`config.mk`:
```
export PLATFORM = sky130hd
export DESIGN_NAME = string_hash_murmur_short_path_core
export DESIGN_NICKNAME = d
export VERILOG_FILES = /design/src/rtl/core/shm_pkg.sv /design/src/rtl/core/shm_ctrl.sv /design/src/rtl/core/shm_dp.sv /design/src/rtl/core/string_hash_murmur_short_path_core.sv
export SDC_FILE = /design/constraint.sdc
export NUM_CORES = 2
export LEC_CHECK = 0
export BUFFER_PORTS_ARGS = -buffer_cell sky130_fd_sc_hd__buf_2
export CORE_MARGIN = 5
export CORE_UTILIZATION = 60
export CTS_CLUSTER_SIZE = 28
export DETAILED_ROUTE_END_ITERATION = 12
export PLACE_DENSITY = 0.77
export SLEW_MARGIN = 20
export SYNTH_ARGS = -nofsm -noshare
export SYNTH_HDL_FRONTEND = slang
export SYNTH_SLANG_ARGS = --single-unit
```
`constraint.sdc`:
```
create_clock -name clk -period 9.75 [get_ports clk]
set_input_delay 1.4625 -clock clk [delete_from_list [all_inputs] [get_ports clk]]
set_output_delay 1.4625 -clock clk [all_outputs]
set_load 0.005 [all_outputs]
```
`src/rtl/core/shm_pkg.sv`:
```
// ----------------------------------------------------------------------------
// shm_pkg: shared types and constants for the short-path string hash core
// Hash constants, datapath operation codes, and the command/status structs
// that pass between the controller and the datapath.
// ----------------------------------------------------------------------------
package shm_pkg;

  localparam logic [31:0] HASH_SEED = 32'h9747b28c;
  localparam logic [31:0] MIX_C1    = 32'hcc9e2d51;
  localparam logic [31:0] MIX_C2    = 32'h1b873593;
  localparam logic [31:0] MIX_C3    = 32'he6546b64;
  localparam logic [31:0] FIN_C1    = 32'h85ebca6b;
  localparam logic [31:0] FIN_C2    = 32'hc2b2ae35;

  // datapath operations, one per cycle
  localparam logic [3:0] OP_NOP   = 4'd0;
  localparam logic [3:0] OP_SC1   = 4'd1;  // t = src * C1
  localparam logic [3:0] OP_SC2   = 4'd2;  // t = rotl(t,15) * C2
  localparam logic [3:0] OP_BODY  = 4'd3;  // h = rotl(h^t,13) * 5 + C3
  localparam logic [3:0] OP_TAIL  = 4'd4;  // h = h ^ t
  localparam logic [3:0] OP_FMIX1 = 4'd5;  // h = fold16(h ^ len) * FIN_C1
  localparam logic [3:0] OP_FMIX2 = 4'd6;  // h = fold13(h) * FIN_C2
  localparam logic [3:0] OP_QPRE  = 4'd7;  // h = quick-path premix
  localparam logic [3:0] OP_QMUL  = 4'd8;  // h = h * FIN_C1
  localparam logic [3:0] OP_OUT   = 4'd9;  // result = fold16(h), or 1 if that is zero; h = seed

  // operand source for OP_SC1 / first word for OP_QPRE
  localparam logic [1:0] SRC_W0 = 2'd0;
  localparam logic [1:0] SRC_W1 = 2'd1;
  localparam logic [1:0] SRC_K  = 2'd2;

  typedef struct packed {
    logic [3:0] op;
    logic [1:0] src;
    logic       accept;
    logic       early_wr;
    logic       early_idx;
  } cmd_t;

  typedef struct packed {
    logic is_last;
    logic is_full;
  } stat_t;

endpackage

```
`src/rtl/core/shm_ctrl.sv`:
```
// ----------------------------------------------------------------------------
// shm_ctrl: sequencer for the short-path string hash core
// Tracks held early words, picks quick or long path, and steps the datapath
// through scramble, body, finalizer and output operations.
// ----------------------------------------------------------------------------
module shm_ctrl (
  input  logic                 clk,
  input  logic                 rst,
  input  logic                 in_valid,
  output logic                 in_ready,
  output logic                 out_valid,
  input  logic                 out_ready,
  input  shm_pkg::stat_t       stat,
  output shm_pkg::cmd_t        cmd
);

  localparam logic [3:0] S_IDLE = 4'd0;
  localparam logic [3:0] S_SC1  = 4'd1;
  localparam logic [3:0] S_SC2  = 4'd2;
  localparam logic [3:0] S_MIX  = 4'd3;
  localparam logic [3:0] S_FM1  = 4'd4;
  localparam logic [3:0] S_FM2  = 4'd5;
  localparam logic [3:0] S_QPRE = 4'd6;
  localparam logic [3:0] S_QMUL = 4'd7;
  localparam logic [3:0] S_OUT  = 4'd8;

  logic [3:0] state, state_next;
  logic [1:0] cnt, cnt_next;
  logic [1:0] src, src_next;
  logic       lastf, lastf_next;
  logic       fullf, fullf_next;
  logic       out_valid_next;
  logic       issue_out;

  assign in_ready = (state == S_IDLE);

  always_comb begin
    state_next = state;
    cnt_next   = cnt;
    src_next   = src;
    lastf_next = lastf;
    fullf_next = fullf;
    issue_out  = 1'b0;
    cmd        = '0;
    cmd.op     = shm_pkg::OP_NOP;
    cmd.src    = src;
    unique case (state)
      S_IDLE: begin
        if (in_valid) begin
          cmd.accept = 1'b1;
          if (stat.is_last && cnt[1] == 1'b0) begin
            src_next   = (cnt == 2'd1) ? shm_pkg::SRC_W0 : shm_pkg::SRC_K;
            cnt_next   = 2'd0;
            state_next = S_QPRE;
          end else if (cnt[1] == 1'b0) begin
            cmd.early_wr  = 1'b1;
            cmd.early_idx = cnt[0];
            cnt_next      = cnt + 2'd1;
          end else begin
            src_next   = (cnt == 2'd2) ? shm_pkg::SRC_W0 : shm_pkg::SRC_K;
            cnt_next   = stat.is_last ? 2'd0 : 2'd3;
            lastf_next = stat.is_last;
            fullf_next = stat.is_full;
            state_next = S_SC1;
          end
        end
      end
      S_SC1: begin
        cmd.op     = shm_pkg::OP_SC1;
        state_next = S_SC2;
      end
      S_SC2: begin
        cmd.op     = shm_pkg::OP_SC2;
        state_next = S_MIX;
      end
      S_MIX: begin
        if (src == shm_pkg::SRC_K && lastf && !fullf) begin
          cmd.op     = shm_pkg::OP_TAIL;
          state_next = S_FM1;
        end else begin
          cmd.op = shm_pkg::OP_BODY;
          if (src == shm_pkg::SRC_W0) begin
            src_next   = shm_pkg::SRC_W1;
            state_next = S_SC1;
          end else if (src == shm_pkg::SRC_W1) begin
            src_next   = shm_pkg::SRC_K;
            state_next = S_SC1;
          end else begin
            state_next = lastf ? S_FM1 : S_IDLE;
          end
        end
      end
      S_FM1: begin
        cmd.op     = shm_pkg::OP_FMIX1;
        state_next = S_FM2;
      end
      S_FM2: begin
        cmd.op     = shm_pkg::OP_FMIX2;
        state_next = S_OUT;
      end
      S_QPRE: begin
        cmd.op     = shm_pkg::OP_QPRE;
        state_next = S_QMUL;
      end
      S_QMUL: begin
        cmd.op     = shm_pkg::OP_QMUL;
        state_next = S_OUT;
      end
      S_OUT: begin
        if (!out_valid || out_ready) begin
          cmd.op     = shm_pkg::OP_OUT;
          issue_out  = 1'b1;
          state_next = S_IDLE;
        end
      end
      default: begin
        state_next = S_IDLE;
      end
    endcase
  end

  always_comb begin
    out_valid_next = out_valid;
    if (issue_out) begin
      out_valid_next = 1'b1;
    end else if (out_ready) begin
      out_valid_next = 1'b0;
    end
  end

  always_ff @(posedge clk) begin
    if (rst) begin
      state     <= S_IDLE;
      cnt       <= 2'd0;
      src       <= shm_pkg::SRC_K;
      lastf     <= 1'b0;
      fullf     <= 1'b0;
      out_valid <= 1'b0;
    end else begin
      state     <= state_next;
      cnt       <= cnt_next;
      src       <= src_next;
      lastf     <= lastf_next;
      fullf     <= fullf_next;
      out_valid <= out_valid_next;
    end
  end

endmodule

```
`src/rtl/core/shm_dp.sv`:
```
// ----------------------------------------------------------------------------
// shm_dp: datapath for the short-path string hash core
// Word capture, early-word hold, length tracking, one shared 32x32
// multiplier, and the result register.
// ----------------------------------------------------------------------------
module shm_dp (
  input  logic                 clk,
  input  logic                 rst,
  input  logic [31:0]          data_word,
  input  logic [2:0]           byte_count,
  input  logic                 last,
  input  shm_pkg::cmd_t        cmd,
  output shm_pkg::stat_t       stat,
  output logic [31:0]          hash_value
);

  logic [31:0] h, k, t, len, total, w0, w1;
  logic [2:0]  bce;
  logic [31:0] mask;
  logic [31:0] ma, mb;
  logic [31:0] prod;
  logic [31:0] fold_h, xl, fold_l, fold13, sc2_in, body_r, body_x;
  logic [31:0] src_word;
  logic [31:0] qa, q0, qx;
  logic [63:0] qbytes;
  logic [3:0]  qlen, qrem;
  logic [2:0]  qpos;

  assign bce = (byte_count == 3'd0 || byte_count > 3'd4) ? 3'd4 : byte_count;

  always_comb begin
    unique case (last ? bce : 3'd4)
      3'd1:    mask = 32'h0000_00ff;
      3'd2:    mask = 32'h0000_ffff;
      3'd3:    mask = 32'h00ff_ffff;
      default: mask = 32'hffff_ffff;
    endcase
  end

  assign stat.is_last = last;
  assign stat.is_full = (bce == 3'd4);

  always_comb begin
    unique case (cmd.src)
      shm_pkg::SRC_W0: src_word = w0;
      shm_pkg::SRC_W1: src_word = w1;
      default:         src_word = k;
    endcase
  end

  assign fold_h = h ^ {16'h0000, h[31:16]};
  assign xl     = h ^ len;
  assign fold_l = xl ^ {16'h0000, xl[31:16]};
  assign fold13 = h ^ {13'h0000, h[31:13]};
  assign sc2_in = {t[16:0], t[31:17]};
  assign body_x = h ^ t;
  assign body_r = {body_x[18:0], body_x[31:19]};

  // quick-path premix
  always_comb begin
    qa     = (cmd.src == shm_pkg::SRC_W0) ? w0 : k;
    qbytes = {k, qa};
    qlen   = len[3:0];
    q0     = shm_pkg::HASH_SEED ^ len;
    qpos   = 3'd0;
    qrem   = qlen;
    qx     = q0 ^ qa;
    if (qlen >= 4'd4) begin
      q0   = {qx[18:0], qx[31:19]};
      qpos = 3'd4;
      qrem = qlen - 4'd4;
    end
    if (qrem >= 4'd2) begin
      q0   = q0 ^ {16'h0000, qbytes[{qpos, 3'b000} +: 16]};
      qpos = qpos + 3'd2;
      qrem = qrem - 4'd2;
    end
    if (qrem >= 4'd1) begin
      q0 = q0 ^ {24'h000000, qbytes[{qpos, 3'b000} +: 8]};
    end
  end

  always_comb begin
    unique case (cmd.op)
      shm_pkg::OP_SC1: begin
        ma = src_word;
        mb = shm_pkg::MIX_C1;
      end
      shm_pkg::OP_SC2: begin
        ma = sc2_in;
        mb = shm_pkg::MIX_C2;
      end
      shm_pkg::OP_FMIX1: begin
        ma = fold_l;
        mb = shm_pkg::FIN_C1;
      end
      shm_pkg::OP_FMIX2: begin
        ma = fold13;
        mb = shm_pkg::FIN_C2;
      end
      default: begin
        ma = h;
        mb = shm_pkg::FIN_C1;
      end
    endcase
  end

  assign prod = ma * mb;

  always_ff @(posedge clk) begin
    if (rst) begin
      h     <= shm_pkg::HASH_SEED;
      total <= 32'd0;
    end else begin
      if (cmd.accept) begin
        if (last) begin
          total <= 32'd0;
        end else begin
          total <= total + 32'd4;
        end
      end
      unique case (cmd.op)
        shm_pkg::OP_BODY:  h <= {body_r[29:0], 2'b00} + body_r + shm_pkg::MIX_C3;
        shm_pkg::OP_TAIL:  h <= h ^ t;
        shm_pkg::OP_FMIX1: h <= prod[31:0];
        shm_pkg::OP_FMIX2: h <= prod[31:0];
        shm_pkg::OP_QPRE:  h <= q0;
        shm_pkg::OP_QMUL:  h <= prod[31:0];
        shm_pkg::OP_OUT:   h <= shm_pkg::HASH_SEED;
        default:           h <= h;
      endcase
    end
  end

  always_ff @(posedge clk) begin
    if (cmd.accept) begin
      k <= data_word & mask;
      if (last) begin
        len <= total + {29'd0, bce};
      end
    end
    if (cmd.early_wr) begin
      if (cmd.early_idx) begin
        w1 <= data_word;
      end else begin
        w0 <= data_word;
      end
    end
    if (cmd.op == shm_pkg::OP_SC1 || cmd.op == shm_pkg::OP_SC2) begin
      t <= prod[31:0];
    end
    if (cmd.op == shm_pkg::OP_OUT) begin
      hash_value <= (fold_h == 32'd0) ? 32'd1 : fold_h;
    end
  end

endmodule

```
`src/rtl/core/string_hash_murmur_short_path_core.sv`:
```
// ----------------------------------------------------------------------------
// string_hash_murmur_short_path_core: streaming 32-bit string hash
// MurmurHash3 x86_32 style hash with a quick path for strings of 8 bytes or
// fewer; one word in per request, one hash out per string.
//
//   channel | signals                            | moves
//   --------+------------------------------------+------------------------
//   in      | in_valid, in_ready, data_word,     | one word of the string
//           | byte_count, last                   |
//   out     | out_valid, out_ready, hash_value   | hash of a whole string
//
// The first two words of a string are held in registers.
// Each later word goes through the shared multiplier (scramble x2,
// body); the third word also flushes the two held words.
// A last word adds finalizer steps (long path) or quick-path steps.
// Reset clears the sequencer and running state; a pending hash waits in the
// output register while the next string's early words are accepted.
// ----------------------------------------------------------------------------
module string_hash_murmur_short_path_core (
  input  logic        clk,
  input  logic        rst,
  input  logic        in_valid,
  output logic        in_ready,
  input  logic [31:0] data_word,
  input  logic [2:0]  byte_count,
  input  logic        last,
  output logic        out_valid,
  input  logic        out_ready,
  output logic [31:0] hash_value
);

  shm_pkg::cmd_t  cmd;
  shm_pkg::stat_t stat;

  shm_ctrl u_ctrl (
    .clk       (clk),
    .rst       (rst),
    .in_valid  (in_valid),
    .in_ready  (in_ready),
    .out_valid (out_valid),
    .out_ready (out_ready),
    .stat      (stat),
    .cmd       (cmd)
  );

  shm_dp u_dp (
    .clk        (clk),
    .rst        (rst),
    .data_word  (data_word),
    .byte_count (byte_count),
    .last       (last),
    .cmd        (cmd),
    .stat       (stat),
    .hash_value (hash_value)
  );

endmodule

```
Word-level counts from Yosys, hierarchy flattened --
Index checks and enable logic that the tools add are counted.
Word-level totals: input port bits 40, output and inout bits 34, bits in registers 267, logic and storage cells 144
Operators by class: bitwise operators 13, add/sub/neg operators 8, eq/ne operators 30, $mul 1, shift-type cells 2, mux-type cells 48, reduce and logical (&&, ||, !) cells 24, order comparisons 4
Operators with widths (count):
- case mux 32 bit (3 select lines) | 2
- two-way mux 32 bit | 5
- case mux 32 bit (5 select lines) | 1
- case mux 32 bit (4 select lines) | 1
- XOR 32 x 16 -> 32 bit | 3
- XOR 32 bit | 3
- case mux 32 bit (2 select lines) | 1
- case mux 4 bit (8 select lines) | 2
- variable part select 64 x 7 -> 16 bit | 1
- variable part select 64 x 7 -> 8 bit | 1
- two-way mux 4 bit | 10
- adder 32 x 3 -> 32 bit | 1
- adder 32 x 3 -> 32 bit (second input constant) | 1
- adder 32 bit | 1
- adder 32 bit (second input constant) | 1
- bitwise AND 32 bit | 1
- == test 4 x 3 -> 1 bit (second input constant) | 8
- logical NOT 32 bit | 1
- multiplier 32 x 32 -> 32 bit | 1
- XOR 32 x 19 -> 32 bit | 1
- XOR 32 x 8 -> 32 bit | 1
- two-way mux 2 bit | 13
- two-way mux 3 bit | 8
- == test 4 x 2 -> 1 bit (second input constant) | 4
- other kinds (36) | 58

Logic depth before layout (Yosys ltp) --
word-level depth 9, depth in mapped cells 41, depth with buffers taken out 38

Cells and area by module --
Synthesis repeated with hierarchy kept, for this count alone.
Second synthesis, totals: cell total of the unflattened synthesis 3421, area total of the unflattened synthesis 31212.4 um^2
Modules (own cells, without submodules):
- shm_dp | area each 30560.6 um^2, seq. area each 7006.7 um^2, cells each 3333, times used 1
- shm_ctrl | area each 651.9 um^2, seq. area each 220.2 um^2, cells each 88, times used 1

Worst setup path after synthesis --
Ideal clock, no wire load.
path kind register -> register, start register u_ctrl.src[1], end register u_dp.h[29], data required time 9620 ps, buffers on the path 5, cell stages (with the launch flop) 35, slack 777 ps, period minus slack after synthesis 8973 ps, data arrival time 8843 ps, path through dfxtp_1 > clkbuf_1 > clkbuf_1 > clkbuf_1 > clkbuf_1 > clkbuf_1 > o21ai_0 > a21oi_1 > nor2b_1 > a31o_2 > inv_1 > nand2_1 > inv_1 > fa_1 > fa_1 > fa_1 > inv_1 > fa_1 > inv_1 > fa_1 > fa_1 > inv_1 > fa_1 > fa_1 > inv_1 > ha_1 > inv_1 > o21ai_0 > and3b_1 > a221oi_1 > nand2_1 > a31oi_1 > mux2i_1 > a221oi_1 > nor3_1
On the way: word-level cells in the longest chain between the ends 9, elaborated cells between the ends (all ways) 30, classes of those cells mul (1); eq/ne (11); mux (10); bitwise (3); reduce/logical (5)
Ends and longest elaborated chain:
- start, declared | line shm_ctrl.sv:29 | logic [1:0] src, src_next;
- start signal, assigned | line shm_ctrl.sv:135 | src <= shm_pkg::SRC_K;
- start signal, assigned | line shm_ctrl.sv:142 | src <= src_next;
- == test 2 bit or logical NOT 2 bit (tied branches) | line shm_ctrl.sv:77, shm_dp.sv:44, shm_dp.sv:61
- logical AND 1 bit or two-way mux 32 bit (tied branches) | line shm_ctrl.sv:77, shm_dp.sv:61
- logical AND 1 bit or XOR 32 bit (tied branches) | line shm_ctrl.sv:77, shm_dp.sv:67
- two-way mux 3 bit or two-way mux 32 bit (tied branches) | line shm_ctrl.sv:77, shm_dp.sv:68
- case mux 4 bit (8 select lines) or XOR 32 x 16 -> 32 bit (tied branches) | line shm_ctrl.sv:47, shm_dp.sv:74
- == test 4 x 3 -> 1 bit (tied with other cells) | line shm_dp.sv:84, shm_dp.sv:122
- case mux 32 bit (4 select lines) (tied with other cells) | line shm_dp.sv:84 | unique case (cmd.op)
- multiplier 32 x 32 -> 32 bit or two-way mux 32 bit (tied branches) | line shm_dp.sv:108, shm_dp.sv:78
- case mux 32 bit (5 select lines) | line shm_dp.sv:122 | unique case (cmd.op)
- end signal, assigned | line shm_dp.sv:123 | shm_pkg::OP_BODY: h <= {body_r[29:0], 2'b00} + body_r + shm_pkg::MIX_C3;
- end signal, assigned | line shm_dp.sv:124 | shm_pkg::OP_TAIL: h <= h ^ t;
- end signal, assigned | line shm_dp.sv:125 | shm_pkg::OP_FMIX1: h <= prod[31:0];
- end, declared | line shm_dp.sv:17 | logic [31:0] h, k, t, len, total, w0, w1;
Parallel ways exist; a longest one is shown, timed or not. A chain may end at the register's enable or synchronous reset.

Worst setup path in the final report --
start register u_ctrl.state[2], end register u_dp.h[24]
On the way: word-level cells in the longest chain between the ends 6, elaborated cells between the ends (all ways) 24, classes of those cells mul (1); eq/ne (17); mux (4); reduce/logical (2)
Ends and longest elaborated chain:
- start, declared | line shm_ctrl.sv:27 | logic [3:0] state, state_next;
- start signal, assigned | line shm_ctrl.sv:140 | state <= state_next;
- == test 4 bit (tied with other cells) | line shm_ctrl.sv:47 | unique case (state)
- case mux 4 bit (8 select lines) (*) | line shm_ctrl.sv:47
- == test 4 x 3 -> 1 bit (tied with other cells) | line shm_dp.sv:84
- case mux 32 bit (4 select lines) or case mux 32 bit (3 select lines) (tied branches) | line shm_dp.sv:84
- multiplier 32 x 32 -> 32 bit (*) | line shm_dp.sv:108 | assign prod = ma * mb;
- named net u_dp.prod[24] | line shm_dp.sv:21 | logic [31:0] prod;
- case mux 32 bit (5 select lines) (*) | line shm_dp.sv:122
Mark *: on every way through the listed nets, which the timed path passes. The rest lies on a longest branch.

==> flow_summary.toml <==
[cells_and_area]
register_area_um2 = 7230
layout_common_cells = "649 x inv_1, 382 x fa_1, 298 x nand2_1"
instances_no_fill = 4107
final_nets = 4034
final_common_cell = "inv_1"
fill_cells = 4244
post-route-util_pct = 65.2
multi_input_area_um2 = 20800
syn_to_final_growth_pct = 7.75
drive_gt1_share_pct = 8.26

[synth]
yosys_most_used_dff = "edfxtp_1"
syn_inst = 3360
yosysSeqAreaShare_pct = 23.3
synthDistinctLibCells = 73
synth_edf_count = 192
ys_ff_latch = 265
yosysTopAreaCell = "fa_1"
netlist_area_um2 = 31000
yosysWarnings = 0
yosysTopAreaCellShare_pct = 24.6
synthTopCellsByArea = "fa_1 25%, edfxtp_1 19%, ha_1 8.5%"
syn_avg_cell_area_um2 = 9.24
async_reset_ff_share_pct = 0

[sta]
setup_violations = 0
fmax_mhz = 105
fin_crit_sh_pct = 98.0
fin_ws_ns = 0.191
hold_viol = 0
rsz0062_at_grt = "false"
skew_ns = 0.0710
slew_headroom_pct = 31.4
slew_viol_final = 0
worst_slew_pin_slew_ns = 1.03
fin_setup_tns_ns = 0
fin_crit_ns = 9.56

[critical_path]
worst-path-max-fanout = 16
cp_slowest_cell = "or4b_2"
path_class = "reg2reg"
crit_family = "adder cells"
cp.arrival_ns = 10.07
startpoint_type = "register"
worstPathRequired_ns = 10.26
r2r_slack_ns = 0.19
worst_path_largest_cell_delay_ns = 0.93
cp_num_buf_inv = 8
cp-end-kind = "register"

[placement]
place_congestion = 1.09
dpl.hpwl_mm = 99.5
io_buffers = 73
dp_cells = 4049
place_ws_ns = 0.260

[floorplan]
io_pins = 74
start_util_pct = 60.5
core_um2 = 51300
die_y_um = 237
die_x_um = 237
die_area_um2 = 56400
fp-row-count = 83

[clock_network]
cts.clk_slew.worst_paths_ns = 0.07
cts.htree.levels = 1
post-cts-setup-buffer-count = 0
root_buffer = "clkbuf_16"
cts.sinks = 265
numCtsBuffers = 30
clockBufferDepth = 3
cts_tree = "done"
clock_latency_ns = 0.63

[drt]
dr_total_vias = 25489
wl_mm = 118
viasPerCell = 6.21
drc_errors = 0
ant_nets = 0
drt_iter0_drc = 3100
wire_per_inst_um = 28.7
first_pass_iters = 8

[global_routing]
grt_pass1_wl_mm = 170
antenna_found_initial = 5
grt_pass1_vias = 25887
track_usage_pct = 41.2
gr-total-overflow = 0
grt_max_degree = 49

[flow_run]
maxCapViolations = 0

[status]
outcome = "complete, no violations"

[min_path]
min_path_type = "reg2reg"
==> synth_stat cells, types with 10 or more instances <==
cell type	instances
buf_1	14
a21o_1	42
mux2_2	11
o211ai_1	14
o221ai_1	11
nor3_1	30
o21ai_0	135
a22oi_1	10
fa_1	382
and2_1	25
nand4_1	11
clkbuf_1	138
a31oi_1	23
o22ai_1	13
xor2_1	120
nor4_1	12
a211oi_1	13
nor2b_1	40
dfxtp_1	73
or2_2	14
nor2_1	224
ha_1	211
xnor2_1	158
a221oi_1	19
and3_1	12
a21oi_1	173
nand2_1	298
o21bai_1	14
nand2b_1	30
inv_1	649
nand3_1	34
mux2i_1	74
edfxtp_1	192
buf_2	12
or3_1	20
==> metal layers <==
layer  global-route usage (%)  wire, um  up-vias
met4                     30.2     12000        4
met2                     64.8     52000     1694
met5                        0        23        -
met1                     48.9     40400    12384
met3                     11.3     13300      537
li1                         -         -    10870
==> cell families after synthesis <==
logic type,count (synthesis),synth area share (%)
xor+xnor,290,8.72
simple gates,778,11.5
fa+ha+maj,593,33.1
other cells,1,0.0121
mux,85,2.78
compound gates,532,10.6
flops,265,23.3
buf+inv,816,9.99
==> what timing repair did <==
item / in CTS / in global routing
resized for setup: 0 / 6
setup endpoints to repair: 0 / 4
hold buffers: 0 / 0
endpoints found under the hold margin: 0 / 0
==> worst register-to-register path, delay by kind of cell, from the launching register on <==
| kind | cells | cell delay [ns] |
|---|---|---|
| flops | 1 | 0.46 |
| xor+xnor | 1 | 0.19 |
| buf+inv | 8 | 0.91 |
| compound gates | 13 | 2.68 |
| simple gates | 3 | 1.53 |
| fa+ha+maj | 9 | 3.74 |
==> per-stage QoR <==
stage | hold slack [ns] | cell area, um^2
2_1_floorplan | 0.436 | 31100
3_3_place_gp | 0.447 | 32500
3_5_place_dp | 0.452 | 32500
4_1_cts | 0.460 | 33400
5_1_grt | 0.505 | 33500
6_report | 0.462 | 33500
==> path summary, 6_finish.rpt <==
| check | from | end | depth (start not counted) |
|---|---|---|---|
| hold reg to reg | u_ctrl.lastf | u_ctrl.lastf | 2 |
| setup / recovery | u_ctrl.state[2] | u_dp.h[24] | 34 |
| setup reg to reg | u_ctrl.state[2] | u_dp.h[24] | 34 |
| hold / removal | u_ctrl.lastf | u_ctrl.lastf | 2 |
==> state kept, by name (all words and copies together), names as in the netlist <==
| signal | cells |
|---|---|
| u_dp.h | 32 |
| u_dp.w1 | 32 |
| u_ctrl.fullf | 1 |
| u_dp.t | 32 |
| u_ctrl.out_valid | 1 |
| u_ctrl.cnt | 2 |
| u_dp.w0 | 32 |
| u_ctrl.state | 4 |
| u_dp.hash_value | 32 |
| u_dp.total | 30 |
| u_dp.k | 32 |
| u_dp.len | 32 |
| u_ctrl.src | 2 |
| u_ctrl.lastf | 1 |
==> area by class of cell <==
cell class / count / share of cell area (%)
diodes: 2 / 0.0150
clock buffers: 32 / 2.27
clock inverters: 24 / 0.632
inverters: 649 / 7.28
multi-input cells: 2280 / 62.2
flip-flops and latches: 265 / 21.6
well taps: 680 / 2.54
repair buffers: 175 / 3.46
Power is not shown: default switching activity piles up to over one toggle a cycle in this logic, so the estimate is an artifact.
